--- src/sv/ssfd_pkg.sv ---
// Shared types, codes and tables for the seven-segment frame driver.
// Used by the front decoder, the command queue and the back end.
// No dependencies.
package ssfd_pkg;

  // Default sizes handed to the top-level parameters.
  localparam int DEF_DIGIT_COUNT  = 4;
  localparam int DEF_DEVICE_COUNT = 4;

  // Stream widths: the input word is 36 bits of fields padded to 40.
  localparam int IN_TDATA_W  = 40;
  localparam int OUT_TDATA_W = 16;

  // Widest digit position (four digits) and widest command argument (9999).
  localparam int POS_W       = 2;
  localparam int ARG_W       = 14;
  localparam int QUEUE_DEPTH = 2;

  // Operation codes of the input word.
  localparam logic [3:0] OP_INIT    = 4'd0;
  localparam logic [3:0] OP_SEND    = 4'd1;
  localparam logic [3:0] OP_NUMBER  = 4'd2;
  localparam logic [3:0] OP_DIGIT   = 4'd3;
  localparam logic [3:0] OP_DOT     = 4'd4;
  localparam logic [3:0] OP_MINUS   = 4'd5;
  localparam logic [3:0] OP_RAW     = 4'd6;
  localparam logic [3:0] OP_CLR_ALL = 4'd7;
  localparam logic [3:0] OP_CLR_ONE = 4'd8;

  // Bytes and patterns placed on the bus.
  localparam logic [7:0] SUBADDR_DIGITS = 8'h01;
  localparam logic [7:0] CTRL_BYTE0     = 8'h00;
  localparam logic [7:0] CTRL_BYTE1     = 8'h47;
  localparam logic [6:0] MINUS_PAT      = 7'h40;
  localparam logic [3:0] DIGIT_MAX      = 4'd9;

  // Command kinds after decoding; invalid requests never reach the queue.
  typedef enum logic [3:0] {
    K_INIT,
    K_SEND,
    K_NUMBER,
    K_NUM_OVF,
    K_DIGIT,
    K_DOT,
    K_DOT_CLR,
    K_MINUS,
    K_RAW,
    K_CLR_ALL,
    K_CLR_ONE
  } kind_t;

  // One queued command: kind, digit position and a shared argument
  // (number value, digit value or raw pattern in the low bits).
  typedef struct packed {
    kind_t              kind;
    logic [POS_W-1:0]   pos;
    logic [ARG_W-1:0]   arg;
  } cmd_t;

  // Segments a..g for a decimal digit.
  function automatic logic [6:0] seg_of(input logic [3:0] d);
    logic [6:0] s;
    case (d)
      4'd0:    s = 7'h3F;
      4'd1:    s = 7'h06;
      4'd2:    s = 7'h5B;
      4'd3:    s = 7'h4F;
      4'd4:    s = 7'h66;
      4'd5:    s = 7'h6D;
      4'd6:    s = 7'h7D;
      4'd7:    s = 7'h07;
      4'd8:    s = 7'h7F;
      default: s = 7'h6F;
    endcase
    return s;
  endfunction

  // Bus address of each display device.
  function automatic logic [6:0] dev_addr(input logic [1:0] sel);
    logic [6:0] a;
    case (sel)
      2'd0:    a = 7'h38;
      2'd1:    a = 7'h39;
      2'd2:    a = 7'h40;
      default: a = 7'h41;
    endcase
    return a;
  endfunction

  // Power of ten, evaluated at elaboration only.
  function automatic int pow10(input int n);
    int p;
    p = 1;
    for (int i = 0; i < n; i++) begin
      p = p * 10;
    end
    return p;
  endfunction

endpackage

--- src/sv/ssfd_front.sv ---
// Front end of the seven-segment frame driver: unpacks and classifies words.
// Drops requests that change nothing and hands the rest to the queue.
// Depends on ssfd_pkg.
module ssfd_front #(
  parameter int DIGIT_COUNT = ssfd_pkg::DEF_DIGIT_COUNT
) (
  input  logic                             in_tvalid,
  output logic                             in_tready,
  input  logic [ssfd_pkg::IN_TDATA_W-1:0]  in_tdata,
  input  logic                             q_full,
  output logic                             q_push,
  output ssfd_pkg::cmd_t                   q_cmd
);
  import ssfd_pkg::*;

  localparam int LIM = pow10(DIGIT_COUNT);

  logic [3:0]  op;
  logic [7:0]  idx;
  logic [15:0] val;
  logic [7:0]  raw;
  logic        idx_ok;
  logic        keep;
  logic [3:0]  digit_sat;

  // Field unpacking.
  assign op  = in_tdata[3:0];
  assign idx = in_tdata[11:4];
  assign val = in_tdata[27:12];
  assign raw = in_tdata[35:28];

  assign idx_ok    = idx < 8'(DIGIT_COUNT);
  assign digit_sat = (val > 16'(DIGIT_MAX)) ? DIGIT_MAX : val[3:0];

  // Classification of the operation.
  always_comb begin
    q_cmd.kind = K_INIT;
    q_cmd.pos  = idx[POS_W-1:0];
    q_cmd.arg  = '0;
    keep       = 1'b1;
    case (op)
      OP_INIT: q_cmd.kind = K_INIT;
      OP_SEND: q_cmd.kind = K_SEND;
      OP_NUMBER: begin
        if (val > 16'(LIM - 1)) begin
          q_cmd.kind = K_NUM_OVF;
        end else begin
          q_cmd.kind = K_NUMBER;
          q_cmd.arg  = val[ARG_W-1:0];
        end
      end
      OP_DIGIT: begin
        q_cmd.kind = K_DIGIT;
        q_cmd.arg  = ARG_W'(digit_sat);
        keep       = idx_ok;
      end
      OP_DOT: q_cmd.kind = idx_ok ? K_DOT : K_DOT_CLR;
      OP_MINUS: begin
        q_cmd.kind = K_MINUS;
        keep       = idx_ok;
      end
      OP_RAW: begin
        q_cmd.kind = K_RAW;
        q_cmd.arg  = ARG_W'(raw);
        keep       = idx_ok;
      end
      OP_CLR_ALL: q_cmd.kind = K_CLR_ALL;
      OP_CLR_ONE: begin
        q_cmd.kind = K_CLR_ONE;
        keep       = idx_ok;
      end
      default: keep = 1'b0;
    endcase
  end

  // A word is taken whenever the queue has room; only useful ones are pushed.
  assign in_tready = !q_full;
  assign q_push    = in_tvalid && !q_full && keep;

endmodule

--- src/sv/ssfd_queue.sv ---
// Short command queue between the front decoder and the back end.
// Depends on ssfd_pkg.
module ssfd_queue (
  input  logic            clk,
  input  logic            rst_n,
  input  logic            push,
  input  ssfd_pkg::cmd_t  push_cmd,
  output logic            full,
  input  logic            pop,
  output logic            valid,
  output ssfd_pkg::cmd_t  pop_cmd
);
  import ssfd_pkg::*;

  localparam int PTR_W = (QUEUE_DEPTH > 1) ? $clog2(QUEUE_DEPTH) : 1;
  localparam int CNT_W = $clog2(QUEUE_DEPTH + 1);

  cmd_t             slot_r [QUEUE_DEPTH];
  logic [PTR_W-1:0] wr_ptr_r;
  logic [PTR_W-1:0] rd_ptr_r;
  logic [CNT_W-1:0] count_r;

  assign full    = count_r == CNT_W'(QUEUE_DEPTH);
  assign valid   = count_r != '0;
  assign pop_cmd = slot_r[rd_ptr_r];

  // Storage is written only on push.
  always_ff @(posedge clk) begin
    if (push) begin
      slot_r[wr_ptr_r] <= push_cmd;
    end
  end

  // Pointer and fill tracking.
  always_ff @(posedge clk) begin
    if (!rst_n) begin
      wr_ptr_r <= '0;
      rd_ptr_r <= '0;
      count_r  <= '0;
    end else begin
      if (push) begin
        wr_ptr_r <= (wr_ptr_r == PTR_W'(QUEUE_DEPTH - 1)) ? '0 : wr_ptr_r + 1'b1;
      end
      if (pop) begin
        rd_ptr_r <= (rd_ptr_r == PTR_W'(QUEUE_DEPTH - 1)) ? '0 : rd_ptr_r + 1'b1;
      end
      if (push && !pop) begin
        count_r <= count_r + 1'b1;
      end else if (pop && !push) begin
        count_r <= count_r - 1'b1;
      end
    end
  end

endmodule

--- src/sv/ssfd_back.sv ---
// Back end of the seven-segment frame driver: pattern buffer, digit-serial
// number conversion and the byte sequencer with its output register.
// Depends on ssfd_pkg.
module ssfd_back #(
  parameter int DIGIT_COUNT  = ssfd_pkg::DEF_DIGIT_COUNT,
  parameter int DEVICE_COUNT = ssfd_pkg::DEF_DEVICE_COUNT
) (
  input  logic                              clk,
  input  logic                              rst_n,
  input  logic                              cfg_we,
  input  logic [1:0]                        cfg_wdata,
  input  logic                              q_valid,
  input  ssfd_pkg::cmd_t                    q_cmd,
  output logic                              q_pop,
  output logic                              out_tvalid,
  input  logic                              out_tready,
  output logic [ssfd_pkg::OUT_TDATA_W-1:0]  out_tdata,
  output logic                              out_tuser,
  output logic                              out_tlast
);
  import ssfd_pkg::*;

  localparam int PW        = (DIGIT_COUNT > 1) ? $clog2(DIGIT_COUNT) : 1;
  localparam int MAX_BYTES = (2 * DEVICE_COUNT > DIGIT_COUNT + 1) ?
                             2 * DEVICE_COUNT : DIGIT_COUNT + 1;
  localparam int CNT_W     = $clog2(MAX_BYTES + 1);

  typedef enum logic [1:0] {S_IDLE, S_NUM, S_EMIT} state_t;

  state_t            state_r;
  logic [7:0]        pat_r [DIGIT_COUNT];
  logic [1:0]        sel_r;
  logic              is_init_r;
  logic [CNT_W-1:0]  cnt_r;
  logic [CNT_W-1:0]  end_cnt_r;
  logic [PW-1:0]     step_r;
  logic [ARG_W-1:0]  rem_r;
  logic              out_valid_r;
  logic [6:0]        out_addr_r;
  logic [7:0]        out_data_r;
  logic              out_end_r;
  logic              out_last_r;

  logic [ARG_W-1:0]  m_tab [DIGIT_COUNT];
  logic [ARG_W-1:0]  m_cur;
  logic [3:0]        digit;
  logic [ARG_W+2:0]  sub;
  logic [ARG_W-1:0]  rem_nxt;
  logic [PW-1:0]     pos;
  logic [PW-1:0]     pat_idx;
  logic [1:0]        sel_sat;
  logic [6:0]        emit_addr;
  logic [7:0]        emit_data;
  logic              emit_end;
  logic              emit_last;
  logic              slot_free;
  logic              emit_go;

  // Place value of each digit position, most significant first.
  for (genvar g = 0; g < DIGIT_COUNT; g++) begin : g_place
    assign m_tab[g] = ARG_W'(pow10(DIGIT_COUNT - 1 - g));
  end

  // One decimal digit per cycle: compare the remainder against nine multiples.
  assign m_cur = m_tab[step_r];
  always_comb begin
    digit = '0;
    sub   = '0;
    for (int k = 1; k <= 9; k++) begin
      if ({3'b000, rem_r} >= (ARG_W+3)'(k * m_cur)) begin
        digit = 4'(k);
        sub   = (ARG_W+3)'(k * m_cur);
      end
    end
    rem_nxt = ARG_W'({3'b000, rem_r} - sub);
  end

  // The device selector saturates at the last device present.
  assign sel_sat = (sel_r > 2'(DEVICE_COUNT - 1)) ? 2'(DEVICE_COUNT - 1) : sel_r;
  assign pos     = q_cmd.pos[PW-1:0];
  assign pat_idx = PW'(cnt_r - 1'b1);

  // Byte selected by the sequence counter.
  always_comb begin
    if (is_init_r) begin
      emit_addr = dev_addr(2'(cnt_r >> 1));
      emit_data = cnt_r[0] ? CTRL_BYTE1 : CTRL_BYTE0;
      emit_end  = cnt_r[0];
    end else if (cnt_r == '0) begin
      emit_addr = dev_addr(sel_sat);
      emit_data = SUBADDR_DIGITS;
      emit_end  = 1'b0;
    end else begin
      emit_addr = dev_addr(sel_sat);
      emit_data = pat_r[pat_idx];
      emit_end  = cnt_r == CNT_W'(DIGIT_COUNT);
    end
  end

  assign emit_last = cnt_r == end_cnt_r;
  assign slot_free = !out_valid_r || out_tready;
  assign emit_go   = (state_r == S_EMIT) && slot_free;
  assign q_pop     = (state_r == S_IDLE) && q_valid;

  // Sequencer, pattern buffer and output register.
  always_ff @(posedge clk) begin
    if (!rst_n) begin
      state_r     <= S_IDLE;
      sel_r       <= '0;
      out_valid_r <= 1'b0;
      for (int i = 0; i < DIGIT_COUNT; i++) begin
        pat_r[i] <= '0;
      end
    end else begin
      if (cfg_we) begin
        sel_r <= cfg_wdata;
      end
      // The output register fills on a new byte and empties when taken.
      if (emit_go) begin
        out_valid_r <= 1'b1;
      end else if (out_tready) begin
        out_valid_r <= 1'b0;
      end
      unique case (state_r)
        S_IDLE: begin
          if (q_valid) begin
            case (q_cmd.kind)
              K_INIT: begin
                is_init_r <= 1'b1;
                cnt_r     <= '0;
                end_cnt_r <= CNT_W'(2 * DEVICE_COUNT - 1);
                state_r   <= S_EMIT;
              end
              K_SEND: begin
                is_init_r <= 1'b0;
                cnt_r     <= '0;
                end_cnt_r <= CNT_W'(DIGIT_COUNT);
                state_r   <= S_EMIT;
              end
              K_NUMBER: begin
                rem_r   <= q_cmd.arg;
                step_r  <= '0;
                state_r <= S_NUM;
              end
              K_NUM_OVF: begin
                for (int i = 0; i < DIGIT_COUNT; i++) begin
                  pat_r[i][6:0] <= seg_of(DIGIT_MAX);
                end
              end
              K_DIGIT: pat_r[pos][6:0] <= seg_of(q_cmd.arg[3:0]);
              K_DOT: begin
                for (int i = 0; i < DIGIT_COUNT; i++) begin
                  pat_r[i][7] <= PW'(i) == pos;
                end
              end
              K_DOT_CLR: begin
                for (int i = 0; i < DIGIT_COUNT; i++) begin
                  pat_r[i][7] <= 1'b0;
                end
              end
              K_MINUS: pat_r[pos][6:0] <= MINUS_PAT;
              K_RAW:   pat_r[pos] <= q_cmd.arg[7:0];
              K_CLR_ALL: begin
                for (int i = 0; i < DIGIT_COUNT; i++) begin
                  pat_r[i] <= '0;
                end
              end
              K_CLR_ONE: pat_r[pos] <= '0;
              default: ;
            endcase
          end
        end
        S_NUM: begin
          pat_r[step_r][6:0] <= seg_of(digit);
          rem_r              <= rem_nxt;
          if (step_r == PW'(DIGIT_COUNT - 1)) begin
            state_r <= S_IDLE;
          end else begin
            step_r <= step_r + 1'b1;
          end
        end
        S_EMIT: begin
          if (slot_free) begin
            out_addr_r  <= emit_addr;
            out_data_r  <= emit_data;
            out_end_r   <= emit_end;
            out_last_r  <= emit_last;
            if (emit_last) begin
              state_r <= S_IDLE;
            end else begin
              cnt_r <= cnt_r + 1'b1;
            end
          end
        end
        default: state_r <= S_IDLE;
      endcase
    end
  end

  assign out_tvalid = out_valid_r;
  assign out_tdata  = {1'b0, out_data_r, out_addr_r};
  assign out_tuser  = out_end_r;
  assign out_tlast  = out_last_r;

endmodule

--- src/sv/seven_segment_frame_driver_unit.sv ---
// Seven-segment frame driver. A command word is taken whenever the two-entry
// command queue has room and is registered in the queue before it reaches the
// back end. Buffer edits are made as the back end takes the command; a number
// write is taken from the queue and then converted one decimal digit per cycle
// by the shared digit compare unit. Send emits DIGIT_COUNT+1 bytes and init
// 2*DEVICE_COUNT bytes once the command is taken, one byte per cycle from the
// byte sequencer while the output register is being taken. The buffer and device
// selector reset to blank and zero; there is no clearing pass.
// Depends on ssfd_pkg, ssfd_front, ssfd_queue and ssfd_back.
module seven_segment_frame_driver_unit #(
  parameter int DIGIT_COUNT  = ssfd_pkg::DEF_DIGIT_COUNT,
  parameter int DEVICE_COUNT = ssfd_pkg::DEF_DEVICE_COUNT
) (
  input  logic                              clk,
  input  logic                              rst_n,
  // Configuration: device_select.
  input  logic                              cfg_we,
  input  logic [1:0]                        cfg_wdata,
  // Commands. tdata from bit 0: operation[3:0], index[11:4], value[27:12],
  // raw_pattern[35:28], zero pad [39:36].
  input  logic                              in_tvalid,
  output logic                              in_tready,
  input  logic [ssfd_pkg::IN_TDATA_W-1:0]   in_tdata,
  // Bus bytes. tdata from bit 0: bus_address[6:0], data_byte[14:7], zero
  // pad [15]. tuser: transfer_end. tlast: last byte of the command.
  output logic                              out_tvalid,
  input  logic                              out_tready,
  output logic [ssfd_pkg::OUT_TDATA_W-1:0]  out_tdata,
  output logic                              out_tuser,
  output logic                              out_tlast
);
  import ssfd_pkg::*;

  logic q_full;
  logic q_push;
  logic q_pop;
  logic q_valid;
  cmd_t push_cmd;
  cmd_t pop_cmd;

  // Decoder.
  ssfd_front #(.DIGIT_COUNT(DIGIT_COUNT)) u_front (
    .in_tvalid (in_tvalid),
    .in_tready (in_tready),
    .in_tdata  (in_tdata),
    .q_full    (q_full),
    .q_push    (q_push),
    .q_cmd     (push_cmd)
  );

  // Command queue.
  ssfd_queue u_queue (
    .clk      (clk),
    .rst_n    (rst_n),
    .push     (q_push),
    .push_cmd (push_cmd),
    .full     (q_full),
    .pop      (q_pop),
    .valid    (q_valid),
    .pop_cmd  (pop_cmd)
  );

  // Executor and byte sequencer.
  ssfd_back #(
    .DIGIT_COUNT  (DIGIT_COUNT),
    .DEVICE_COUNT (DEVICE_COUNT)
  ) u_back (
    .clk        (clk),
    .rst_n      (rst_n),
    .cfg_we     (cfg_we),
    .cfg_wdata  (cfg_wdata),
    .q_valid    (q_valid),
    .q_cmd      (pop_cmd),
    .q_pop      (q_pop),
    .out_tvalid (out_tvalid),
    .out_tready (out_tready),
    .out_tdata  (out_tdata),
    .out_tuser  (out_tuser),
    .out_tlast  (out_tlast)
  );

endmodule

--- config.mk ---
export PLATFORM = sky130hd
export DESIGN_NAME = seven_segment_frame_driver_unit
export DESIGN_NICKNAME = d
export VERILOG_FILES = /design/src/sv/ssfd_pkg.sv /design/src/sv/ssfd_front.sv /design/src/sv/ssfd_queue.sv /design/src/sv/ssfd_back.sv /design/src/sv/seven_segment_frame_driver_unit.sv
export SDC_FILE = /design/constraint.sdc
export NUM_CORES = 1
export LEC_CHECK = 0
export BUFFER_PORTS_ARGS = -buffer_cell sky130_fd_sc_hd__clkbuf_2
export CORE_ASPECT_RATIO = 0.5
export CORE_MARGIN = 4
export CORE_UTILIZATION = 56
export DETAILED_ROUTE_END_ITERATION = 7
export PLACE_DENSITY = 0.78
export SYNTH_ARGS = -nofsm -noshare
export SYNTH_HDL_FRONTEND = slang
export SYNTH_SLANG_ARGS = --single-unit
--- constraint.sdc ---
create_clock -name clk -period 5.9 [get_ports clk]
set_clock_uncertainty 0.1 [all_clocks]
set_input_delay 0.59 -clock clk [delete_from_list [all_inputs] [get_ports clk]]
set_output_delay 0.59 -clock clk [all_outputs]
set_load 0.01 [all_outputs]
==> qor.csv, run 1 <==
stage,metric,value,unit
synth,sequential-to-total area share from yosys stat,0.338,
global_routing,vias in the first global route,8919,
global_routing,largest net degree at the start of global routing,36,
timing,final hold vios,0,
timing,setup ws final,0.198,ns
synth,Cells after Synth,1055,
clocking,clock buffer depth,2,
finish,Non-Filler Instances,1394,
global_routing,first-pass GRT wire length,46.9,mm
power,P_int,2.00,mW
timing,unrepaired setup endpoints after global routing,false,
placed_design,pre-CTS setup slack,-0.0207,ns
timing,slew margin rel.,0.293,
global_routing,busiest grt layer,met2,
placed_design,port bufs,59,
timing,worst slew pin tran,1.06,ns
worst_setup_path,CP Data Required Time,5.95,ns
clocking,"CTS clk-pin slew, worst paths",0.06,ns
synth,number of flops mapped to enable cells by yosys,96,
route,via count,9064,
clocking,CTS tree,built,
power,sequential cell fraction of total power,0.336,
placed_design,Placed Area,10600,µm²
clocking,clk_lat worst skew,0.41,ns
finish,nets,1304,
synth,prevailing post-synth register cell,edfxtp_1,
floorplan,core box area,16700,µm²
power,LEAKAGE,4.43,nW
placed_design,detailed placer's ending HPWL,22.6,mm
finish,layout cells sized above 1,0.188,
clocking,clock root buffer,clkbuf_16,
floorplan,Die Span Y,101,µm
worst_setup_path,Startpoint Class,register,
synth,Synth top cells by count,"ha_1 (101), edfxtp_1 (96), nand2_1 (94)",
timing,Final setup viols,0,
power,Gate power share,0.321,
placed_design,GP Congestion,0.995,
finish,cell area after layout,11200,µm²
clocking,clock buffer count from CTS,17,
power,peak supply drop,0.305,mV
clocking,H-tree depth,4,
timing,Final period util,0.966,
floorplan,Initial Util,0.581,
synth,Post-synth ARST share,0,
global_routing,initial antenna violation count,1,
route,post-DR wirelength/cell,21.4,µm
floorplan,die width,194,µm
finish,antenna diode count,0,
worst_setup_path,critical path endpoint category,register,
synth,Synth warnings,0,
finish,layout overhead on the synthesized area,15.8,%
synth,Synth area leader,edfxtp_1,
synth,Yosys top cell area share,0.297,
timing,Pins Over Slew Limit,0,
route,initial drt markers,947,
clocking,clk sinks,116,
synth,synth top area cells,"edfxtp_1 (30%), ha_1 (13%), a21oi_1 (4.2%)",
worst_setup_path,worst path arrival time,5.75,ns
worst_setup_path,CP Max Fanout,9,
timing,Tmin final,5.70,ns
floorplan,Die ar.,19600,µm²
job,Max Cap Viol,0,
global_routing,grt met3 use,0.0581,
route,total wire length,29.8,mm
worst_hold_path,Worst Hold Class,in2reg,
floorplan,# IOs,67,
timing,setup_tns,0,ns
power,switching share of power,0.350,
power,Pwr Density,274,nW/µm²
route,Detail Route Antenna Nets,0,
synth,"Avg Cell Area, Syn",9.19,µm²
global_routing,met1 Use GR,0.395,
synth,"count leader, synth",ha_1,
global_routing,GR Util met2,0.502,
route,1st-pass router iterations,7,
status,status,"finished, final reports clean",
timing,WHS,0.266,ns
route,Vias/cell,6.50,
synth,"FF+latch count, synth",116,
timing,Max Fclk,0.175,GHz
finish,utilization of the core after routing,0.673,
synth,Netlist cell types,88,
clocking,"Hold-fix buffers, CTS",0,
worst_setup_path,kind of critical path,reg2reg,
power,net switching power,1.08,mW
placed_design,placed insts,1361,
global_routing,GRT Util Overall,0.299,
power,final total power,3.08,mW
global_routing,aggregate global routing overflow,0,
floorplan,Rows,33,
power,Clock power frac,0.342,
synth,Netlist Area Pre-Place,9700,µm²
route,DR DRC count,0,
## metal layers
metal / wire length (µm) / vias to the layer above
met4: 722 / 2
met1: 13000 / 4346
met5: 13 / -
met3: 2400 / 67
met2: 13700 / 434
li1: - / 4215
## path summary, 6_finish.rpt
path                                   from                              end  slack, ns  cells after the start
max reg2reg  u_back.step_r[1]$_SDFFCE_PN0P_       u_back.rem_r[12]$_DFFE_PP_       0.20                     21
min reg2reg    u_back.sel_r[1]$_SDFFE_PN0P_     u_back.sel_r[1]$_SDFFE_PN0P_       0.40                      2
min                             in_tdata[4]  u_queue.slot_r[0][14]$_DFFE_PP_       0.27                      1
max          u_back.step_r[1]$_SDFFCE_PN0P_       u_back.rem_r[12]$_DFFE_PP_       0.20                     21
## layout by cell type (no fill, tap or decap), types with 7 or more instances in the layout
cell,synthesis,routed
nor2b_1,20,19
a31oi_1,9,9
nand4_1,8,8
o22ai_1,10,10
a211oi_1,24,24
a22o_1,9,9
o21ai_0,64,64
xnor2_1,16,16
nor3_1,18,15
ha_1,101,99
or3_1,9,9
and2_1,17,17
buf_4,6,64
mux2i_1,21,21
dfxtp_1,20,20
nor2_1,88,87
nand3_1,33,32
clkbuf_2,0,59
o21a_1,14,14
edfxtp_1,96,96
a21oi_1,81,80
o211ai_1,9,9
xor2_1,8,8
o21ai_1,10,10
mux2_2,11,11
nand2b_1,22,22
nand2_1,94,94
a21o_1,10,10
clkbuf_16,0,17
mux4_2,8,8
inv_1,36,34
nor4_1,7,7
## power by group through the flow
| stage | logic (mW) | clock network, mW | registers [mW] |
|---|---|---|---|
| after floorplan | 0.696 | 0 | 1.03 |
| after CTS | 0.964 | 1.05 | 1.03 |
| final | 0.988 | 1.05 | 1.04 |
| after global routing | 1.07 | 1.10 | 1.04 |
| after global placement | 0.914 | 0 | 1.05 |
| after detailed placement | 0.951 | 0 | 1.05 |
## area by class of cell
cell class | count | area (µm²)
Tap cell | 227 | 284
Clock buffer | 18 | 429
Inverter | 37 | 140
Multi-Input combinational cell | 859 | 6150
Sequential cell | 116 | 3280
Clock inverter | 14 | 166
Fill cell | 1351 | 5450
Timing Repair Buffer | 123 | 776
## logic make-up (layout without fill, tap and decap cells)
family,after synthesis,after routing,share of synthesized area
AO/OA/AOI/OAI,327,327,0.226
XOR/XNOR,24,24,0.0217
adder cells (fa/ha/maj),103,103,0.134
buffers and inverters,82,192,0.0359
flip-flops,116,116,0.338
multiplexers,40,40,0.0530
other,1,3,0.000387
AND/OR/NAND/NOR,362,362,0.190
## state kept, by name (all words and copies together) (netlist names), 2 cells and up, named ones only
| name | cells |
|---|---|
| u_back.out_data_r | 8 |
| u_back.state_r | 2 |
| u_back.pat_r | 32 |
| u_queue.count_r | 2 |
| u_back.step_r | 2 |
| u_back.out_addr_r | 3 |
| u_back.rem_r | 14 |
| u_back.cnt_r | 4 |
| u_queue.slot_r | 40 |
| u_back.sel_r | 2 |
## repair_timing
action                                  in CTS  in global routing
setup buffers                                1                  0
endpoints found under the setup margin       3                  7
pin swaps                                    0                  1
resized for setup                            2                 14
## critical path, stage by stage (launching register included)
cell and delay (ns):
edfxtp_1 0.46, inv_2 0.15, ha_2 0.23, clkinv_2 0.18, ha_2 0.38, inv_1 0.09
ha_1 0.31, nand3_1 0.07, or3_1 0.35, o311ai_2 0.67, a311o_1 0.19, o21ai_0 0.10
a32oi_1 0.34, ha_1 0.32, nor2b_1 0.14, o21ai_0 0.25, a21boi_1 0.18, o211ai_1 0.23
a21oi_1 0.14, o31ai_1 0.28, xor2_1 0.18, a21oi_1 0.08
No activity file was read; power rests on OpenSTA's default activity.
==> run 2, diff against run 1 <==
- PLACE_DENSITY: 0.78 -> unset
- PLACE_DENSITY_LB_ADDON: unset -> 0.08
==> run 2 against run 1 <==
- sequential power is essentially flat
- global-route usage hardly changed
- highest routed layer is now met4
- wire length decreased by 1.6%
- cell count is 0.65% higher
- flip-flop and latch count is the same
- critical endpoint unchanged
- power barely moved
==> qor.csv, run 2 (same netlist as run 1, synthesis figures left out) <==
stage,metric,value,unit,change
floorplan,Initial Util,0.581,,unchanged
clocking,clk_lat worst skew,0.42,ns,about the same
finish,filler instances,1353,,+0.15%
power,Clock power frac,0.347,,+0.005
job,Max Cap Viol,0,,unchanged
route,total wire length,29.3,mm,-1.6%
placed_design,GP Congestion,1.04,,+5.0%
finish,Top Registers,"u_queue.slot_r x40, u_back.pat_r x32, u_back.rem_r x14",,
global_routing,initial antenna violation count,0,,-1
finish,"commonest non-fill, non-tap cell in the layout",ha_1,,
worst_setup_path,end point of the critical path,u_back.rem_r[12]$_DFFE_PP_,,
worst_setup_path,Worst Reg-to-Reg Cells,21,,unchanged
worst_setup_path,crit-path max cell delay,0.55,ns,-0.12 ns
finish,nets,1313,,+0.69%
timing,unrepaired setup endpoints after global routing,true,,
finish,max reg flops,40,,unchanged
worst_setup_path,kind of critical path,reg2reg,,
route,1st-pass router iterations,6,,-1
power,Gate power share,0.317,,-0.004
clocking,clock buffer count from CTS,17,,unchanged
power,final total power,3.08,mW,about the same
route,Vias/cell,6.46,,-0.71%
route,Detail Route Antenna Nets,0,,unchanged
worst_setup_path,CP startpoint,u_back.step_r[0]$_SDFFCE_PN0P_,,
power,peak supply drop,0.237,mV,-22%
global_routing,vias in the first global route,8753,,-1.9%
clocking,clock buffer depth,2,,unchanged
global_routing,aggregate global routing overflow,0,,unchanged
power,Pwr Density,273,nW/µm²,-0.47%
worst_setup_path,CP top delay family,compound AO/OA/AOI/OAI gates,,
worst_setup_path,worst path arrival time,5.71,ns,-0.04 ns
floorplan,# IOs,67,,unchanged
timing,Pins Over Slew Limit,0,,unchanged
floorplan,Die ar.,19600,µm²,unchanged
timing,Max Fclk,0.177,GHz,+0.78%
route,post-DR wirelength/cell,20.9,µm,-2.3%
clocking,clk sinks,116,,unchanged
power,sequential cell fraction of total power,0.336,,about the same
worst_setup_path,Startpoint Class,register,,
finish,antenna diode count,0,,unchanged
floorplan,Die Span Y,101,µm,unchanged
placed_design,pre-CTS setup slack,0.298,ns,+0.318 ns
worst_setup_path,Reg-to-Reg Start,u_back.step_r[0]$_SDFFCE_PN0P_,,
finish,layout overhead on the synthesized area,16.3,%,
placed_design,port bufs,59,,unchanged
clocking,"CTS clk-pin slew, worst paths",0.06,ns,about the same
worst_setup_path,critical path endpoint category,register,,
timing,setup_tns,0,ns,unchanged
route,via count,9058,,-0.066%
power,switching share of power,0.347,,-0.00307
timing,Tmin final,5.66,ns,-0.0440 ns
floorplan,Rows,33,,unchanged
worst_setup_path,critical path's most frequent cell,ha_1,,
floorplan,core box area,16700,µm²,unchanged
clocking,H-tree depth,4,,unchanged
route,initial drt markers,697,,-26%
timing,Final period util,0.959,,-0.00745
worst_setup_path,"Slowest-stage cell, CP",or3_1,,
clocking,clock root buffer,clkbuf_16,,
finish,cell area after layout,11300,µm²,+0.47%
placed_design,detailed placer's ending HPWL,22.3,mm,-1.6%
timing,setup ws final,0.242,ns,+0.0440 ns
worst_setup_path,"Cell Chain, Critical Path",inv_1 > ha_1 > ha_1 > inv_1 > ha_1 > a211oi_1 > o31ai_1 > a211o_1 > or3_1 > nor4_4 > o211ai_1 > a32oi_1 > ha_1 > nor2b_1 > o21ai_0 > a21boi_0 > o211ai_1 > a21oi_1 > o31ai_1 > xor2_1 > a21oi_1,,
worst_setup_path,R2R Setup Slk,0.24,ns,+0.04 ns
finish,most frequent cells in the layout,"ha_1 (100), edfxtp_1 (96), nand2_1 (94)",,
global_routing,GRT Util Overall,0.300,,+0.000466
status,status,"finished, final reports clean",,
global_routing,largest net degree at the start of global routing,36,,unchanged
worst_setup_path,CP Data Required Time,5.96,ns,about the same
placed_design,Placed Area,10600,µm²,+0.71%
finish,Top reg by flops,u_queue.slot_r,,
route,DR DRC count,0,,unchanged
timing,final hold vios,0,,unchanged
timing,Final setup viols,0,,unchanged
worst_setup_path,WP buf/inv,2,,-1
clocking,CTS tree,built,,
clocking,post-CTS sizing,0,,-2
power,net switching power,1.07,mW,-0.88%
worst_setup_path,Worst path depth,21,,unchanged
global_routing,first-pass GRT wire length,46.7,mm,-0.56%
timing,worst slew pin tran,1.04,ns,-0.0229 ns
worst_setup_path,CP Max Fanout,4,,-5
worst_setup_path,capturing point of the worst reg2reg path,u_back.rem_r[12]$_DFFE_PP_,,
clocking,"Hold-fix buffers, CTS",0,,unchanged
power,LEAKAGE,4.47,nW,+0.85%
clocking,postcts setup bufs,0,,-1
power,P_int,2.01,mW,+0.47%
floorplan,die width,194,µm,unchanged
worst_hold_path,Worst Hold Class,in2reg,,
finish,layout cells sized above 1,0.189,,+0.00111
timing,slew margin rel.,0.308,,+0.0153
-- run 2: cell types whose count changed in the layout (fill, tap and decap cells not counted), moves of 2 or more --
| cell | delta |
|---|---|
| buf_4 | +9 |
| clkinv_4 | -4 |
| clkinvlp_4 | +3 |
| a2111oi_0 | +2 |
| inv_1 | +2 |
| inv_2 | -2 |
| inv_8 | +2 |
-- run 2: metrics by stage --
stage / hold slack, ns / cells / utilization
2_1_floorplan: 0.356 / 1057 / -
3_3_place_gp: 0.371 / 1371 / 0.638
3_5_place_dp: 0.381 / 1371 / 0.638
4_1_cts: 0.256 / 1403 / 0.675
5_1_grt: 0.254 / 1403 / 0.676
6_report: 0.269 / 1403 / 0.676
-- run 2: how the worst min path moves through the flow --
| stage | startpoint | end | slack (ns) | depth (start not counted) |
|---|---|---|---|---|
| after floorplan | u_back.sel_r[0]$_SDFFE_PN0P_ | u_back.sel_r[0]$_SDFFE_PN0P_ | 0.36 | 2 |
| after global placement | u_back.sel_r[1]$_SDFFE_PN0P_ | u_back.sel_r[1]$_SDFFE_PN0P_ | 0.37 | 2 |
| after detailed placement | u_back.sel_r[0]$_SDFFE_PN0P_ | u_back.sel_r[0]$_SDFFE_PN0P_ | 0.38 | 2 |
| after CTS | in_tdata[4] | u_queue.slot_r[0][14]$_DFFE_PP_ | 0.26 | 1 |
| after global routing | in_tdata[4] | u_queue.slot_r[0][14]$_DFFE_PP_ | 0.25 | 1 |
| final | in_tdata[4] | u_queue.slot_r[0][14]$_DFFE_PP_ | 0.27 | 1 |
-- run 2: area by class of cell --
| type | instances | area [µm²] | share of cell area |
|---|---|---|---|
| Clock buffer | 17 | 425 | 0.0377 |
| Clock inverter | 15 | 188 | 0.0166 |
| Inverter | 37 | 140 | 0.0124 |
| Multi-Input combinational cell | 859 | 6120 | 0.542 |
| Sequential cell | 116 | 3280 | 0.291 |
| Tap cell | 227 | 284 | 0.0252 |
| Timing Repair Buffer | 132 | 843 | 0.0748 |
-- run 2: routing by layer --
metal	vias up	GRT usage	wire, µm
met4	0	0.109	850
met2	462	0.485	13200
met3	60	0.0634	2730
met1	4288	0.404	12600
li1	4248	-	-
met5	-	0	0
-- run 2: power groups by stage --
stage                     registers (mW)  logic, mW  clock network [mW]
after detailed placement            1.05      0.948                   0
after global placement              1.04      0.928                   0
after global routing                1.04       1.07                1.12
after floorplan                     1.03      0.696                   0
after CTS                           1.03      0.959                1.08
final                               1.03      0.975                1.07
